**src/rtl/rca_pkg.sv**
```systemverilog
// Shared constants, codes and controller/datapath types of the read coverage accumulator.
// No dependencies; the interfaces, controller, datapath, top level and checker import it.
package rca_pkg;

   localparam int MAX_POSITIONS = 1048576;
   localparam int ADDR_W        = $clog2(MAX_POSITIONS);
   localparam int POS_W         = 21;   // read_start, read_end, reference_length
   localparam int QPOS_W        = 20;
   localparam int CLIP_W        = 28;
   localparam int CNT_W         = 31;
   localparam int FUNC_W        = 2;

   localparam logic [POS_W-1:0] LEN_RESET = POS_W'(1048576);
   localparam logic [POS_W-1:0] LEN_CAP   = POS_W'(MAX_POSITIONS);
   localparam logic [CNT_W-1:0] CNT_MAX   = '1;

   typedef enum logic [FUNC_W-1:0] {
      FUNC_ADD   = 2'd0,
      FUNC_QUERY = 2'd1,
      FUNC_CLEAR = 2'd2
   } func_type;

   typedef enum logic [3:0] {
      ST_CLEAR,
      ST_IDLE,
      ST_DISPATCH,
      ST_WALK,
      ST_LEAD_RD,
      ST_LEAD_WR,
      ST_TAIL_RD,
      ST_TAIL_WR,
      ST_QRY_RD,
      ST_QRY_OUT
   } state_type;

   typedef struct packed {
      logic ready;      // take an item this cycle if one is offered
      logic clr_start;  // restart the clearing sweep and zero the primary count
      logic clr_step;   // zero one entry of both stores
      logic walk_init;  // set up the depth walk of the held read
      logic walk_step;  // one position of the depth walk
      logic clip_rd;    // read the clip store at the read start or end
      logic clip_wr;    // write back the clip sum
      logic clip_tail;  // selects read end and trailing clip length
      logic qry_rd;     // read both stores at the query position
      logic qry_out;    // load the result register
   } cmd_type;

   typedef struct packed {
      logic              req_valid;
      logic [FUNC_W-1:0] func;
      logic              mapped;
      logic              walk_done;
      logic              lead_ok;
      logic              tail_ok;
      logic              clr_last;
      logic              rsp_busy;
   } status_type;

endpackage

```
**src/rtl/rca_ctrl.sv**
```systemverilog
// Controller state machine of the read coverage accumulator.
// Depends on rca_pkg; drives rca_dp through cmd_type and reads status_type.
module rca_ctrl (
   input  logic                clock,
   input  logic                reset,
   input  rca_pkg::status_type status,
   output rca_pkg::cmd_type    cmd
);
   import rca_pkg::*;

   state_type state_ff;
   state_type state_in;

   always_ff @(posedge clock) begin
      if (reset) begin
         state_ff <= ST_CLEAR;
      end else begin
         state_ff <= state_in;
      end
   end

   always_comb begin
      cmd      = '0;
      state_in = state_ff;
      case (state_ff)
         ST_CLEAR: begin
            cmd.clr_step = 1'b1;
            if (status.clr_last) begin
               state_in = ST_IDLE;
            end
         end
         ST_IDLE: begin
            cmd.ready = 1'b1;
            if (status.req_valid) begin
               state_in = ST_DISPATCH;
            end
         end
         ST_DISPATCH: begin
            case (status.func)
               FUNC_ADD: begin
                  if (status.mapped) begin
                     cmd.walk_init = 1'b1;
                     state_in      = ST_WALK;
                  end else begin
                     state_in = ST_IDLE;
                  end
               end
               FUNC_QUERY: begin
                  state_in = ST_QRY_RD;
               end
               FUNC_CLEAR: begin
                  cmd.clr_start = 1'b1;
                  state_in      = ST_CLEAR;
               end
               default: begin
                  state_in = ST_IDLE;
               end
            endcase
         end
         ST_WALK: begin
            // last pending depth write retires in the cycle walk_done is seen
            cmd.walk_step = 1'b1;
            if (status.walk_done) begin
               if (status.lead_ok) begin
                  state_in = ST_LEAD_RD;
               end else if (status.tail_ok) begin
                  state_in = ST_TAIL_RD;
               end else begin
                  state_in = ST_IDLE;
               end
            end
         end
         ST_LEAD_RD: begin
            cmd.clip_rd = 1'b1;
            state_in    = ST_LEAD_WR;
         end
         ST_LEAD_WR: begin
            cmd.clip_wr = 1'b1;
            state_in    = status.tail_ok ? ST_TAIL_RD : ST_IDLE;
         end
         ST_TAIL_RD: begin
            cmd.clip_rd   = 1'b1;
            cmd.clip_tail = 1'b1;
            state_in      = ST_TAIL_WR;
         end
         ST_TAIL_WR: begin
            cmd.clip_wr   = 1'b1;
            cmd.clip_tail = 1'b1;
            state_in      = ST_IDLE;
         end
         ST_QRY_RD: begin
            cmd.qry_rd = 1'b1;
            state_in   = ST_QRY_OUT;
         end
         ST_QRY_OUT: begin
            if (!status.rsp_busy) begin
               cmd.qry_out = 1'b1;
               state_in    = ST_IDLE;
            end
         end
         default: begin
            state_in = ST_CLEAR;
         end
      endcase
   end

endmodule

```
**config.mk**
```make
export PLATFORM = sky130hd
export DESIGN_NAME = rca_ctrl
export DESIGN_NICKNAME = d
export VERILOG_FILES = /design/src/rtl/rca_pkg.sv /design/src/rtl/rca_ctrl.sv
export SDC_FILE = /design/constraint.sdc
export NUM_CORES = 1
export LEC_CHECK = 0
export ABC_AREA = 1
export BUFFER_PORTS_ARGS = -buffer_cell sky130_fd_sc_hd__buf_2
export CORE_AREA = 2 2 39 41
export CTS_BUF_LIST = sky130_fd_sc_hd__clkbuf_4
export CTS_CLUSTER_DIAMETER = 150
export DETAILED_ROUTE_END_ITERATION = 8
export DIE_AREA = 0 0 41 43
export PLACE_DENSITY = 0.69
export SYNTH_ARGS = -nofsm -noshare
export SYNTH_HDL_FRONTEND = slang
export SYNTH_SLANG_ARGS = --single-unit
```
**constraint.sdc**
```tcl
create_clock -name clock -period 1.22 [get_ports clock]
set_input_delay 0.122 -clock clock [delete_from_list [all_inputs] [get_ports clock]]
set_output_delay 0.122 -clock clock [all_outputs]
set_load 0.01 [all_outputs]
```
==> results of run 1 <==
==> final cells by class <==
type | count | area [µm²] | area share
timing repair buffer | 26 | 149 | 0.204
tap | 16 | 20.0 | 0.0274
inverter | 18 | 70.1 | 0.0961
clock buffer | 3 | 22.5 | 0.0309
multi-input combinational | 62 | 375 | 0.515
sequential | 4 | 92.6 | 0.127
==> worst paths after layout <==
kind / start / end / slack [ns] / cells past startpoint
worst max-delay path: state_ff[0] / cmd[0] / -0.02 / 5
worst max register to register: state_ff[0] / state_ff[1] / 0 / 8
worst min-delay path: reset / state_ff[0] / 0.09 / 2
worst min register to register: state_ff[0] / state_ff[0] / 0.58 / 2
==> stage by stage <==
stage	hold slack [ns]	setup WS [ns]	TNS (ns)
after floorplan	0.184	0.166	0
after global placement	0.332	0.0205	0
after detailed placement	0.337	0.00973	0
after CTS	0.0881	-0.00715	-0.0192
after global routing	0.0918	-0.0843	-0.582
final	0.0892	-0.0225	-0.0473
==> critical path, cell delays in order, from the launching register on <==
cell and delay (ns):
dfxtp_4 0.38, inv_4 0.06, nor2_4 0.14, nand2_1 0.09, nor2_1 0.08, buf_2 0.13
==> placed cells by master (no fill, tap or decap), types with 2 or more instances in the layout <==
cell      instances
inv_2             4
buf_2            20
ha_1              4
nor2_1           11
nor2_4            5
clkbuf_4          3
nor2_2            2
nand2_2           5
buf_4             5
o21ai_0           2
nand3_1           4
inv_1            13
nand2_1          18
nand3b_1          2
dfxtp_4           3
==> cells in the mapped netlist <==
| library cell | number | area (µm²) |
|---|---|---|
| a21oi_1 | 1 | 5.00 |
| a21oi_2 | 1 | 8.76 |
| a31o_2 | 1 | 8.76 |
| dfxtp_1 | 4 | 80.1 |
| ha_1 | 4 | 50.1 |
| inv_1 | 17 | 63.8 |
| inv_2 | 1 | 3.75 |
| nand2_1 | 22 | 82.6 |
| nand2_2 | 2 | 12.5 |
| nand3_1 | 4 | 20.0 |
| nand3_2 | 1 | 10.0 |
| nand3b_1 | 2 | 15.0 |
| nand3b_2 | 1 | 11.3 |
| nor2_1 | 14 | 52.6 |
| nor2_2 | 2 | 12.5 |
| nor2_4 | 2 | 22.5 |
| nor3_1 | 1 | 5.00 |
| o21ai_0 | 2 | 10.0 |
| o21ai_1 | 1 | 5.00 |
| or2_2 | 1 | 6.26 |
==> kinds of logic after synthesis <==
group / after synthesis
adder cells (fa/ha/maj): 4
buffers and inverters: 18
AO/OA/AOI/OAI: 6
AND/OR/NAND/NOR: 52
flip-flops: 4
==> power by group <==
part           switching [W]  internal [W]  total [W]
clock              0.0000520      0.000110   0.000162
combinational       0.000305      0.000249   0.000554
sequential         0.0000558      0.000165   0.000221
total               0.000413      0.000524   0.000937
==> repair_timing <==
action                                  4_1_cts  5_1_grt
resized for setup                            13       11
buffers inserted                              3        3
endpoints found under the setup margin       11       12
pin swaps                                     2        6
endpoints found under the hold margin         0        0
==> layer usage <==
layer / vias up / GRT usage
met3: 0 / 0.0314
met1: 262 / 0.199
met4: 0 / 0.0600
met2: 23 / 0.250
li1: 313 / -
met5: - / 0
==> impl_results.md, run 1 <==
- Startpoint Class: register
- Worst EP arrival: 1.12 ns
- Area delta synth->final: 50.3%
- Post-Syn Area per Cell: 5.78 µm²
- TritonCTS Sinks: 4
- Fin util: 0.527
- Flops & latches, synth: 4
- Syn nets: 99
- H-tree Lvls: 1
- GP Congestion: 0.767
- Fmax achieved: 805 MHz
- I/O Buffers: 20
- Post-DP HPWL: 961 µm
- Root Buffer: clkbuf_4
- Post-CTS Hold Buffers: 0
- DR vias: 598
- Yosys Warn Count: 0
- Number of DRC markers in iteration 0: 6
- Failing checks: setup timing
- Power per standard cell area: 1280 nW/µm²
- Period utilization: 1.02
- Mux share of post-synthesis cell area: 0
- Fin area: 729 µm²
- VDD IR max: 501 µV
- Synth Instances: 84
- Post-layout power: 0.000937 W
- Cell leakage power: 0.421 nW
- Post-Synth Simple-Gate Area: 0.515
- DRC viols: 0
- Max reg flops: 4
- DP Area: 606 µm²
- Highest metal used: met3
- CTS max path bufs: 2
- Setup WS post-layout: -0.0225 ns
- Fillers: 154
- N_diodes: 0
- Row Count: 14
- Global router's overall resource usage: 0.158
- XOR/XNOR Fraction of Synth Area: 0
- Total CTS buffers: 3
- Final Non-Filler Cells: 129
- Core area: 1380 µm²
- Clock skew: 0.00253 ns
- Largest registers: state_ff (4)
- DIE HEIGHT: 43 µm
- Die Area: 1760 µm²
- Reg with most FFs: state_ff
- Die width: 41 µm
- Pin count of the biggest net entering global routing: 8
- # setup viols final: 3
- Grt total ovfl: 0
- Nets: 130
- Unrepaired setup endpoints after global routing: true
- Distinct cells, synth: 20
- Post-Synth Adder-Cell Area: 0.103
- Compound-cell area share of the yosys netlist: 0.0773
- Worst rel slew slack: 0.882
- First-pass GRT wire length: 1.90 mm
- Synth Cell Area: 485 µm²
- Metal3 WL: 69 µm
- WL per Instance: 10.0 µm
- Dominant combinational cell family by area after synthesis: simple AND/OR/NAND/NOR gates
- Routed Antenna Nets: 0
- Fin. Hold Viols: 0
- Met2 routed wirelength: 658 µm
- Initial core utilization: 0.351
- Status: finished with violations
- Router iterations before antenna repair: 4
- Final Max Slew Viols: 0
- Post-Route M1 WL: 564 µm
- Initial antenna violation count: 0
- Vias in the first global route: 473
- Worst skew pair latency: 0.23 ns
- Num ports: 21
- HP Class: input pin to register
- Vias per cell: 4.64
- Worst slew pin tran: 0.177 ns
- Max-cap violation count: 0
- Seq/Total Area, Yosys: 0.165
- Share of layout cells above drive strength 1: 0.496
- DRT Wirelength: 1.29 mm
- TritonCTS clock tree: built
- Critical path endpoint category: output pin
- Max Fanout on Critical Path: 6
- Clock slew at reported path FFs: 0.04 ns
- Critical path class: register to output pin
- Dpl cells: 120
- Required @ worst endpoint: 1.10 ns
- Min Tclk post-route: 1.24 ns
Power figures use the tool's default switching activity.
==> run 2, diff against run 1 <==
--- a/config.mk
+++ b/config.mk
@@ -12,6 +12,7 @@
 export CTS_CLUSTER_DIAMETER = 150
 export DETAILED_ROUTE_END_ITERATION = 8
 export DIE_AREA = 0 0 41 43
+export GPL_TIMING_DRIVEN = 0
 export PLACE_DENSITY = 0.69
 export SYNTH_ARGS = -nofsm -noshare
 export SYNTH_HDL_FRONTEND = slang
==> run 2 against run 1 <==
Net effect:
- the flow still finishes with violations (setup timing)
- final area rose by 2.9%
- cell count rose by 0.78%
- power rose by 0.18%
- register-to-register slack got worse by 0.02 ns
- non-clock buffer count rose by 1
- via count rose by 3.2%
- critical path depth rose by 1
- clock-buffer cell count did not move
- fmax rose by 0.31%
- sequential power barely moved
- utilization rose by 1.5 points
- critical endpoint is now cmd[6]
- largest cell class unchanged
==> impl_results.md, run 2 (synthesized netlist as in run 1, its figures left out) <==
- Vias per cell: 4.75 (+2.4%)
- Fin util: 0.542 (+0.0154)
- GP Congestion: 0.752 (-1.9%)
- WL per Instance: 10.5 µm (+4.6%)
- # setup viols final: 4 (+1)
- First-pass GRT wire length: 2.04 mm (+6.9%)
- Setup WS post-layout: -0.0187 ns (+0.00381 ns)
- Die Area: 1760 µm² (unchanged)
- Worst rel slew slack: 0.877 (-0.00453)
- Global router's overall resource usage: 0.162 (+0.00402)
- Most frequent cells in the layout: buf_2, nand2_1, inv_1
- Num ports: 21 (unchanged)
- Power per standard cell area: 1250 nW/µm² (-2.7%)
- Clock slew at reported path FFs: 0.04 ns (about the same)
- DRC viols: 0 (unchanged)
- Min Tclk post-route: 1.24 ns (-0.00381 ns)
- HP Class: input pin to register
- Clock skew: 0.00332 ns (+0.000788 ns)
- Share of layout cells above drive strength 1: 0.500 (+0.00442)
- DP Area: 606 µm² (unchanged)
- Multi-input logic area: 385 µm² (+2.7%)
- Worst EP arrival: 1.12 ns (about the same)
- Crit path buf inv count: 3 (+1)
- Register area: 95.1 µm² (+2.7%)
- Required @ worst endpoint: 1.10 ns (about the same)
- Largest registers: state_ff (4)
- DR vias: 617 (+3.2%)
- Max Fanout on Critical Path: 3 (-3)
- Post-Route M1 WL: 536 µm (-5.0%)
- H-tree Lvls: 1 (unchanged)
- Initial core utilization: 0.351 (unchanged)
- Worst slew pin tran: 0.182 ns (+0.00528 ns)
- CTS max path bufs: 2 (unchanged)
- Metal3 WL: 78 µm (+13%)
- Met2 routed wirelength: 726 µm (+10%)
- Highest metal used: met4
- Max-cap violation count: 0 (unchanged)
- Worst skew pair latency: 0.24 ns (about the same)
- DRT Wirelength: 1.36 mm (+5.4%)
- TritonCTS Sinks: 4 (unchanged)
- Row Count: 14 (unchanged)
- Startpoint Class: register
- Post-CTS Hold Buffers: 0 (unchanged)
- Vias in the first global route: 549 (+16%)
- Nets: 131 (+0.77%)
- TritonCTS clock tree: built
- Number of DRC markers in iteration 0: 4 (-2)
- Initial antenna violation count: 0 (unchanged)
- Failing checks: setup timing
- Router iterations before antenna repair: 4 (unchanged)
- Max reg flops: 4 (unchanged)
- Critical path endpoint category: output pin
- Routed Antenna Nets: 0 (unchanged)
- Die width: 41 µm (unchanged)
- Cell leakage power: 0.432 nW (+2.6%)
- Final Max Slew Viols: 0 (unchanged)
- Fin area: 751 µm² (+2.9%)
- CP delay by family, top: flip-flops
- Status: finished with violations
- Unrepaired setup endpoints after global routing: true
- Fin. Hold Viols: 0 (unchanged)
- Core area: 1380 µm² (unchanged)
- Grt total ovfl: 0 (unchanged)
- CP cell instances: inv_4, nand2_4, nor2_4, inv_2, nor2_1, buf_2
- Total CTS buffers: 3 (unchanged)
- Fillers: 119 (-23%)
- Critical path class: register to output pin
- Slowest CP cell: dfxtp_4
- DIE HEIGHT: 43 µm (unchanged)
- Pre-CTS WS: 0.0100 ns (+0.000290 ns)
- Reg with most FFs: state_ff
- Root Buffer: clkbuf_4
- VDD IR max: 605 µV (+21%)
- Post-DP HPWL: 944 µm (-1.7%)
- Pin count of the biggest net entering global routing: 7 (-1)
- Max stage delay on crit path: 0.36 ns (-0.02 ns)
- Most common cell after layout, fill and taps aside: buf_2
- Area delta synth->final: 54.6%
- Fmax achieved: 807 MHz (+0.31%)
- Period utilization: 1.02 (-0.00313)
- N_diodes: 0 (unchanged)
- I/O Buffers: 20 (unchanged)
==> run 2: stage by stage <==
| step | hold WS, ns | instances | total power, W | setup TNS (ns) |
|---|---|---|---|---|
| finish | 0.0758 | 130 | 0.000939 | -0.0611 |
| global route | 0.0877 | 130 | 0.00100 | -0.463 |
| CTS | 0.0781 | 127 | 0.000871 | -0.00555 |
| detailed placement | 0.336 | 120 | 0.000612 | 0 |
| global placement | 0.334 | 120 | 0.000607 | 0 |
| floorplan | 0.184 | 84 | 0.000496 | 0 |
==> run 2: cell type report <==
| cell class | instances | share of cell area |
|---|---|---|
| clock buffer | 3 | 0.0300 |
| inverter | 18 | 0.100 |
| multi-input combinational | 62 | 0.513 |
| sequential | 4 | 0.127 |
| tap | 16 | 0.0267 |
| timing repair buffer | 27 | 0.203 |
==> run 2: what timing repair did <==
item	4_1_cts	5_1_grt
resized for setup	18	11
buffers inserted	4	3
setup endpoints to repair	10	11
pin swaps	1	2
==> run 2: worst paths after layout <==
path,start,end,slack [ns],cells after the start
worst max-delay path,state_ff[2],cmd[6],-0.02,6
worst min-delay path,reset,state_ff[0],0.08,2
worst max register to register,state_ff[2],state_ff[0],-0.02,9
worst min register to register,state_ff[0],state_ff[0],0.57,2
==> run 2: power breakdown <==
group / internal [W] / switching [W] / leakage, nW / total (W)
clock: 0.000110 / 0.0000588 / 0.0138 / 0.000169
combinational: 0.000241 / 0.000307 / 0.383 / 0.000548
sequential: 0.000164 / 0.0000580 / 0.0355 / 0.000222
total: 0.000515 / 0.000423 / 0.432 / 0.000939
==> run 2: per-layer routing <==
metal	up-vias	global-route usage
met5	-	0
met4	0	0.0600
met3	2	0.00524
met2	19	0.303
met1	277	0.174
li1	319	-
